## config.mk

```make
export PLATFORM = sky130hd
export DESIGN_NAME = cartridge_dma_register_block
export DESIGN_NICKNAME = d
export VERILOG_FILES = /design/src/hdl/cdma_pkg.sv /design/src/hdl/cdma_cmd_calc.sv /design/src/hdl/cartridge_dma_register_block.sv
export SDC_FILE = /design/constraint.sdc
export NUM_CORES = 1
export LEC_CHECK = 0
export BUFFER_PORTS_ARGS = -buffer_cell sky130_fd_sc_hd__buf_2
export CAP_MARGIN = 20
export CORE_ASPECT_RATIO = 1.75
export CORE_MARGIN = 4
export CORE_UTILIZATION = 35
export CTS_CLUSTER_DIAMETER = 50
export DETAILED_ROUTE_END_ITERATION = 12
export PLACE_DENSITY_LB_ADDON = 0.12
export SLEW_MARGIN = 0
export SYNTH_ARGS = -nofsm -noshare
export SYNTH_HDL_FRONTEND = slang
export SYNTH_SLANG_ARGS = --single-unit
```

## constraint.sdc

```tcl
create_clock -name clk -period 9.6 [get_ports clk]
set_clock_uncertainty 0.05 [all_clocks]
set_input_delay 1.92 -clock clk [delete_from_list [all_inputs] [get_ports clk]]
set_output_delay 1.92 -clock clk [all_outputs]
set_load 0.01 [all_outputs]
```

## src/hdl/cdma_pkg.sv

```systemverilog
`default_nettype none
// ----------------------------------------------------------------------------
// cdma_pkg
// Shared types and constants of the cartridge DMA register block: request
// and response beat layouts, request and register codes, error codes, masks.
// ----------------------------------------------------------------------------
package cdma_pkg;

    // request types
    localparam logic [1:0] REQ_READ  = 2'd0;
    localparam logic [1:0] REQ_WRITE = 2'd1;
    localparam logic [1:0] REQ_TICK  = 2'd2;

    // register indexes
    localparam logic [3:0] REG_DRAM_ADDR    = 4'd0;
    localparam logic [3:0] REG_CART_ADDR    = 4'd1;
    localparam logic [3:0] REG_RD_LEN       = 4'd2;
    localparam logic [3:0] REG_WR_LEN       = 4'd3;
    localparam logic [3:0] REG_STATUS       = 4'd4;
    localparam logic [3:0] REG_TIMING_FIRST = 4'd5;
    localparam logic [3:0] REG_TIMING_LAST  = 4'd12;

    // error codes
    localparam logic [1:0] ERR_NONE        = 2'd0;
    localparam logic [1:0] ERR_UNSUPPORTED = 2'd1;
    localparam logic [1:0] ERR_CART_FLOOR  = 2'd2;

    // dma directions
    localparam logic DIR_DRAM_TO_CART = 1'b0;
    localparam logic DIR_CART_TO_DRAM = 1'b1;

    // widths and masks
    localparam int DRAM_REG_W   = 24;
    localparam int DRAM_DMA_W   = 23;
    localparam int COUNT_W      = 25;
    localparam int COUNTDOWN_W  = 22;
    localparam int TIMING_COUNT = 8;

    localparam logic [DRAM_DMA_W-1:0]  DRAM_DMA_MASK = 23'h7FFFFE;
    localparam logic [31:0]            CART_DMA_MASK = 32'hFFFFFFFE;
    localparam logic [31:0]            LEN_MASK      = 32'h00FFFFFF;
    localparam logic [COUNTDOWN_W-1:0] COUNTDOWN_MAX = 22'h3FFFFF;
    localparam logic [31:0]            FLOOR_RESET   = 32'h06000000;

    typedef struct packed {
        logic [1:0]  req_type;
        logic [3:0]  reg_index;
        logic [31:0] write_data;
        logic        mi_pi_pending;
    } req_t;

    typedef struct packed {
        logic [31:0]           read_data;
        logic                  dma_start;
        logic                  dma_direction;
        logic [DRAM_DMA_W-1:0] dma_dram_address;
        logic [31:0]           dma_cart_address;
        logic [COUNT_W-1:0]    dma_byte_count;
        logic                  irq_raise;
        logic                  irq_lower;
        logic [1:0]            error_code;
    } rsp_t;

    // dma command worked out from the address and length registers
    typedef struct packed {
        logic [DRAM_DMA_W-1:0]  dram_addr;
        logic [31:0]            cart_addr;
        logic [COUNT_W-1:0]     byte_count;
        logic [COUNTDOWN_W-1:0] countdown;
        logic                   below_floor;
    } dma_cmd_t;

endpackage
`default_nettype wire

```

## src/hdl/cdma_cmd_calc.sv

```systemverilog
`default_nettype none
// ----------------------------------------------------------------------------
// cdma_cmd_calc
// Works out one dma command: aligned addresses, byte count with clamp on
// underflow, saturated busy countdown and the cartridge floor check.
// ----------------------------------------------------------------------------
module cdma_cmd_calc #(
    parameter int TICKS_PER_BYTE_SHIFT = 3
) (
    input  wire logic [cdma_pkg::DRAM_REG_W-1:0] dram_address,
    input  wire logic [31:0]                     cart_address,
    input  wire logic [31:0]                     length,
    input  wire logic [31:0]                     cart_floor,
    output cdma_pkg::dma_cmd_t                   cmd
);

    logic [cdma_pkg::DRAM_DMA_W-1:0] dram_al;
    logic [31:0]                     cart_al;
    logic [cdma_pkg::COUNT_W-1:0]    len_plus;
    logic [2:0]                      misalign;
    logic [cdma_pkg::COUNT_W-1:0]    count;
    logic [cdma_pkg::COUNT_W-1:0]    ticks;

    // aligned addresses
    assign dram_al  = dram_address[cdma_pkg::DRAM_DMA_W-1:0] & cdma_pkg::DRAM_DMA_MASK;
    assign cart_al  = cart_address & cdma_pkg::CART_DMA_MASK;
    assign misalign = dram_al[2:0];

    // byte count, clamped at zero
    assign len_plus = cdma_pkg::COUNT_W'(length & cdma_pkg::LEN_MASK) + cdma_pkg::COUNT_W'(1);
    assign count    = (cdma_pkg::COUNT_W'(misalign) > len_plus) ? '0
                    : len_plus - cdma_pkg::COUNT_W'(misalign);

    // busy countdown, saturated
    assign ticks = count >> TICKS_PER_BYTE_SHIFT;

    always_comb
    begin
        cmd.dram_addr   = dram_al;
        cmd.cart_addr   = cart_al;
        cmd.byte_count  = count;
        cmd.below_floor = cart_al < cart_floor;
        if (ticks > cdma_pkg::COUNT_W'(cdma_pkg::COUNTDOWN_MAX))
        begin
            cmd.countdown = cdma_pkg::COUNTDOWN_MAX;
        end
        else
        begin
            cmd.countdown = ticks[cdma_pkg::COUNTDOWN_W-1:0];
        end
    end

endmodule
`default_nettype wire

```

## src/hdl/cartridge_dma_register_block.sv

```systemverilog
`default_nettype none
// ----------------------------------------------------------------------------
// cartridge_dma_register_block
// Register file of a cartridge dma interface: bus reads, writes and ticks.
// ----------------------------------------------------------------------------
// a request beat is held in the input register, then its response in the
// response register; state updates in the execute stage
// throughput: one request per cycle while rsp_stall is low
// reset: state registers, busy flags and countdown clear; floor is 0x06000000
// ----------------------------------------------------------------------------
module cartridge_dma_register_block #(
    parameter int TICKS_PER_BYTE_SHIFT = 3
) (
    input  wire logic           clk,
    input  wire logic           rst_n,
    // request channel
    input  wire logic           req_valid,
    output logic                req_stall,
    input  cdma_pkg::req_t      req,
    // response channel
    output logic                rsp_valid,
    input  wire logic           rsp_stall,
    output cdma_pkg::rsp_t      rsp,
    // configuration write
    input  wire logic           cfg_valid,
    output logic                cfg_ready,
    input  wire logic [31:0]    cfg_data
);

    localparam int TW = cdma_pkg::TIMING_COUNT;

    // pipeline control
    logic           ex_valid_reg;
    cdma_pkg::req_t ex_req_reg;
    logic           rsp_valid_reg;
    cdma_pkg::rsp_t rsp_reg;
    cdma_pkg::rsp_t rsp_next;
    logic           rsp_load;
    logic           ex_fire;
    logic           req_accept;

    // architectural state
    logic [31:0]                      floor_reg;
    logic [cdma_pkg::DRAM_REG_W-1:0]  dram_addr_reg,  dram_addr_next;
    logic [31:0]                      cart_addr_reg,  cart_addr_next;
    logic [31:0]                      rd_len_reg,     rd_len_next;
    logic [31:0]                      wr_len_reg,     wr_len_next;
    logic [7:0]                       timing_reg [TW];
    logic [7:0]                       timing_next [TW];
    logic                             dma_busy_reg,   dma_busy_next;
    logic                             io_busy_reg,    io_busy_next;
    logic [cdma_pkg::COUNTDOWN_W-1:0] countdown_reg,  countdown_next;

    logic [3:0]         timing_off;
    logic [2:0]         timing_idx;
    cdma_pkg::dma_cmd_t cmd;
    logic               dir;

    // handshakes
    assign rsp_load   = !rsp_valid_reg || !rsp_stall;
    assign ex_fire    = ex_valid_reg && rsp_load;
    assign req_stall  = ex_valid_reg && !rsp_load;
    assign req_accept = req_valid && !req_stall;
    assign rsp_valid  = rsp_valid_reg;
    assign rsp        = rsp_reg;
    assign cfg_ready  = 1'b1;

    assign timing_off = ex_req_reg.reg_index - cdma_pkg::REG_TIMING_FIRST;
    assign timing_idx = timing_off[2:0];
    assign dir        = (ex_req_reg.reg_index == cdma_pkg::REG_WR_LEN)
                      ? cdma_pkg::DIR_CART_TO_DRAM : cdma_pkg::DIR_DRAM_TO_CART;

    // dma command from current addresses and the written length
    cdma_cmd_calc #(
        .TICKS_PER_BYTE_SHIFT(TICKS_PER_BYTE_SHIFT)
    ) u_cmd_calc (
        .dram_address(dram_addr_reg),
        .cart_address(cart_addr_reg),
        .length      (ex_req_reg.write_data),
        .cart_floor  (floor_reg),
        .cmd         (cmd)
    );

    // execute one request
    always_comb
    begin
        dram_addr_next = dram_addr_reg;
        cart_addr_next = cart_addr_reg;
        rd_len_next    = rd_len_reg;
        wr_len_next    = wr_len_reg;
        timing_next    = timing_reg;
        dma_busy_next  = dma_busy_reg;
        io_busy_next   = io_busy_reg;
        countdown_next = countdown_reg;
        rsp_next       = '0;

        unique case (ex_req_reg.req_type)
            cdma_pkg::REQ_READ:
            begin
                unique case (ex_req_reg.reg_index)
                    cdma_pkg::REG_DRAM_ADDR: rsp_next.read_data = 32'(dram_addr_reg);
                    cdma_pkg::REG_CART_ADDR: rsp_next.read_data = cart_addr_reg;
                    cdma_pkg::REG_RD_LEN:    rsp_next.read_data = rd_len_reg;
                    cdma_pkg::REG_WR_LEN:    rsp_next.read_data = wr_len_reg;
                    cdma_pkg::REG_STATUS:
                        rsp_next.read_data = {28'b0, ex_req_reg.mi_pi_pending, 1'b0,
                                              io_busy_reg, dma_busy_reg};
                    default:
                    begin
                        if (ex_req_reg.reg_index <= cdma_pkg::REG_TIMING_LAST)
                        begin
                            rsp_next.read_data = 32'(timing_reg[timing_idx]);
                        end
                        else
                        begin
                            rsp_next.error_code = cdma_pkg::ERR_UNSUPPORTED;
                        end
                    end
                endcase
            end
            cdma_pkg::REQ_WRITE:
            begin
                unique case (ex_req_reg.reg_index)
                    cdma_pkg::REG_DRAM_ADDR:
                        dram_addr_next = ex_req_reg.write_data[cdma_pkg::DRAM_REG_W-1:0];
                    cdma_pkg::REG_CART_ADDR:
                        cart_addr_next = ex_req_reg.write_data;
                    cdma_pkg::REG_RD_LEN, cdma_pkg::REG_WR_LEN:
                    begin
                        if (dir == cdma_pkg::DIR_CART_TO_DRAM)
                        begin
                            wr_len_next = ex_req_reg.write_data;
                        end
                        else
                        begin
                            rd_len_next = ex_req_reg.write_data;
                        end
                        if (cmd.below_floor)
                        begin
                            rsp_next.error_code = cdma_pkg::ERR_CART_FLOOR;
                        end
                        else
                        begin
                            rsp_next.dma_start        = 1'b1;
                            rsp_next.dma_direction    = dir;
                            rsp_next.dma_dram_address = cmd.dram_addr;
                            rsp_next.dma_cart_address = cmd.cart_addr;
                            rsp_next.dma_byte_count   = cmd.byte_count;
                            dma_busy_next             = 1'b1;
                            io_busy_next              = 1'b1;
                            countdown_next            = cmd.countdown;
                        end
                    end
                    cdma_pkg::REG_STATUS:
                        rsp_next.irq_lower = ex_req_reg.write_data[1];
                    default:
                    begin
                        if (ex_req_reg.reg_index <= cdma_pkg::REG_TIMING_LAST)
                        begin
                            timing_next[timing_idx] = ex_req_reg.write_data[7:0];
                        end
                        else
                        begin
                            rsp_next.error_code = cdma_pkg::ERR_UNSUPPORTED;
                        end
                    end
                endcase
            end
            cdma_pkg::REQ_TICK:
            begin
                // countdown runs only while busy
                if (dma_busy_reg || io_busy_reg)
                begin
                    if (countdown_reg <= cdma_pkg::COUNTDOWN_W'(1))
                    begin
                        countdown_next     = '0;
                        dma_busy_next      = 1'b0;
                        io_busy_next       = 1'b0;
                        rsp_next.irq_raise = 1'b1;
                    end
                    else
                    begin
                        countdown_next = countdown_reg - cdma_pkg::COUNTDOWN_W'(1);
                    end
                end
            end
            default:
            begin
                rsp_next = '0;
            end
        endcase
    end

    // control and architectural state
    always_ff @(posedge clk or negedge rst_n)
    begin
        if (!rst_n)
        begin
            ex_valid_reg  <= 1'b0;
            rsp_valid_reg <= 1'b0;
            floor_reg     <= cdma_pkg::FLOOR_RESET;
            dram_addr_reg <= '0;
            cart_addr_reg <= '0;
            rd_len_reg    <= '0;
            wr_len_reg    <= '0;
            for (int i = 0; i < TW; i++)
            begin
                timing_reg[i] <= '0;
            end
            dma_busy_reg  <= 1'b0;
            io_busy_reg   <= 1'b0;
            countdown_reg <= '0;
        end
        else
        begin
            if (cfg_valid && cfg_ready)
            begin
                floor_reg <= cfg_data;
            end
            if (!ex_valid_reg || rsp_load)
            begin
                ex_valid_reg <= req_accept;
            end
            if (rsp_load)
            begin
                rsp_valid_reg <= ex_valid_reg;
            end
            if (ex_fire)
            begin
                dram_addr_reg <= dram_addr_next;
                cart_addr_reg <= cart_addr_next;
                rd_len_reg    <= rd_len_next;
                wr_len_reg    <= wr_len_next;
                timing_reg    <= timing_next;
                dma_busy_reg  <= dma_busy_next;
                io_busy_reg   <= io_busy_next;
                countdown_reg <= countdown_next;
            end
        end
    end

    // payload registers
    always_ff @(posedge clk)
    begin
        if (req_accept)
        begin
            ex_req_reg <= req;
        end
        if (ex_fire)
        begin
            rsp_reg <= rsp_next;
        end
    end

endmodule
`default_nettype wire

```

==> flow_metrics.py <==
metrics = {
    "outcome": {
        "outcome": "finished, final reports clean",
    },
    "flow_run": {
        "cap_violations": 0,
    },
    "layout": {
        "final-instance-count-excl-fill": 2312,
        "final_layout_size_suffix_gt1_share_pct": 29.65,
        "fin_util_pct": 41.27,
        "diodes": 0,
        "layout_common_cells": "dfrtp_1 (239), buf_2 (193), mux2_2 (169)",
        "nets": 1731,
        "mostFrequentLayoutCell": "dfrtp_1",
        "design_area_um2": 20990,
        "area_delta_synth_final_pct": 16.20,
        "largest_reg_flops": 116,
    },
    "timing": {
        "slew_viol_final": 0,
        "rsz0062_at_grt": "no",
        "tightest_slew_ps": 1100,
        "setup_slack_ps": 4804,
        "hold_slack_ps": 430.3,
        "setup_tns_ps": 0,
        "maxSlewHeadroom_pct": 25.89,
        "setup_violations": 0,
        "timing.final.crit_share_pct": 49.96,
        "fin_crit_ps": 4796,
        "final_hold_viol_count": 0,
        "max_freq_mhz": 208.5,
    },
    "clock_network": {
        "clk_pin_slew_ps": 60,
        "cts_tree": "done",
        "clk_latency_ps": 540,
        "h-tree-depth": 2,
        "cts_root_buffer": "clkbuf_16",
        "cts.path.max_buffers": 3,
        "cts_made_buffers": 41,
        "post-cts-setup-buffer-count": 0,
        "cts.sinks": 396,
        "cts.repair.resized": 0,
        "post_cts_hold_buffer_count": 0,
    },
    "die": {
        "die_x_um": 179.7,
        "coreArea_um2": 50870,
        "dieHeight_um": 308.6,
        "design.die.area_um2": 55460,
        "initial_utilization_pct": 35.51,
        "boundaryPins": 197,
        "rows": 109,
    },
    "detailed_routing": {
        "drt_drc_violations_left": 0,
        "drt_pass1_iterations": 5,
        "vias_per_cell": 5.267,
        "wire_per_inst_um": 23.24,
        "drt_iter0_drc": 632,
        "vias": 12180,
        "ant_nets": 0,
        "totalWireLength_um": 53730,
    },
    "power_and_ir_drop": {
        "total_power_mw": 4.273,
        "max-vdd-ir-drop_v": 0.0001157,
        "power_density_nw_per_um2": 203.5,
        "p_leak_nw": 9.110,
    },
    "global_route": {
        "grt_pass1_vias": 12850,
        "grt_usage_pct": 19.05,
        "grt_pass1_wl_um": 80860,
        "grt.overflow.total": 0,
        "antenna_found_initial": 0,
        "grt_max_degree": 151,
    },
    "worst_setup_path": {
        "cp.required_ps": 9940,
        "crit_type": "reg2reg",
        "crit_arrival_ps": 5140,
        "cp-end-kind": "flop",
        "r2r_cells": 8,
        "path_max_fanout": 27,
        "startpoint_type": "flop",
    },
    "hold_path": {
        "hp-class": "reg2reg",
        "holdPathStages": 2,
    },
    "placed_design": {
        "place_inst": 2236,
        "io_buffer_count": 193,
        "gp_congestion": 0.8017,
        "placed_cell_area_um2": 19680,
        "place_hpwl_um": 36660,
        "place_ws_ps": 4652,
    },
    "logic_synthesis": {
        "synth_cells": 1449,
        "yosysTopAreaCellShare_pct": 33.10,
        "yosysWarningCount": 0,
        "synth_edf_count": 155,
        "yosys_most_used_dff": "dfrtp_1",
        "syn_avg_cell_area_um2": 12.47,
        "ys_seq_area_share_pct": 59.16,
        "synthesis.area_um2": 18070,
        "netlist-cell-type-count": 75,
        "yosysTopAreaCell": "dfrtp_1",
        "ys_async_sr_fraction_pct": 60.86,
        "synth_area_leaders": "dfrtp_1 (33%), edfxtp_1 (26%), mux2_2 (11%), ha_1 (2.8%), o21ai_0 (2.4%)",
        "synth-seq-cells": 396,
    },
}
layer usage:
metal / share of wire [%] / global-route usage (%) / up-vias
li1: - / - / 5609
met1: 39 / 21.92 / 6160
met2: 54 / 36.20 / 324
met3: 3.8 / 2.353 / 84
met4: 3.7 / 6.934 / 0
met5: 0 / 0 / -
cell type report:
cell class	count	area, µm²
tap	666	833.3
timing repair buffer	216	1159
fill	4879	29880
clock buffer	53	1122
multi-input combinational	905	6803
sequential	396	10690
inverter	54	205.2
clock inverter	22	182.7
final timing paths:
| check | start | end | slack, ps |
|---|---|---|---|
| max | ex_req_reg[8] | countdown_reg[13] | 4800 |
| min | timing_reg[13] | timing_reg[13] | 430 |
| max reg2reg | ex_req_reg[8] | countdown_reg[13] | 4800 |
| min reg2reg | timing_reg[13] | timing_reg[13] | 430 |
| max in group asynchronous | rst_n | floor_reg[18] | 6830 |
| min in group asynchronous | rst_n | timing_reg[10] | 1370 |
worst max-delay path: stages, from the launching register on:
cell	delay, ps
edfxtp_1	740
nand4_1	550
or4_4	720
or4_4	530
a31o_1	300
nor4_4	400
a21bo_1	770
or2b_2	430
o221ai_1	150
where the power goes:
part	leakage (nW)	switching, mW	internal (mW)	total (mW)
Clock	0.645	0.676	0.886	1.56
Sequential	4.72	0.148	1.97	2.12
Combinational	3.75	0.332	0.263	0.595
cell usage after synthesis (all sizes together), types with 9 or more instances:
| library cell | instances |
|---|---|
| or4 | 12 |
| buf | 19 |
| nand2 | 92 |
| nor4 | 13 |
| mux2i | 12 |
| o211ai | 9 |
| mux4 | 16 |
| and3 | 10 |
| a21oi | 50 |
| edfxtp | 155 |
| nor2 | 82 |
| ha | 40 |
| xor2 | 11 |
| or3 | 9 |
| nand3 | 24 |
| dfrtp | 239 |
| o21ai | 91 |
| nand4 | 12 |
| clkbuf | 76 |
| o22ai | 9 |
| mux2 | 169 |
| and2 | 63 |
| xnor2 | 19 |
| inv | 54 |
| a22oi | 35 |
| a31oi | 9 |
| nor3 | 21 |
logic make-up (layout without fill, tap and decap cells):
kind of cell,Yosys count,after routing,share of synthesized area [%]
DFF,396,396,59.16
AOI/OAI and AO/OA,263,263,9.391
adders and majority gates,41,41,2.881
and+or+nand+nor,371,371,10.58
xor gates and xnor gates,30,30,1.454
buffers and inverters,149,345,3.297
muxes,197,197,13.19
other,2,3,0.04157
Power figures use the tool's default switching activity.
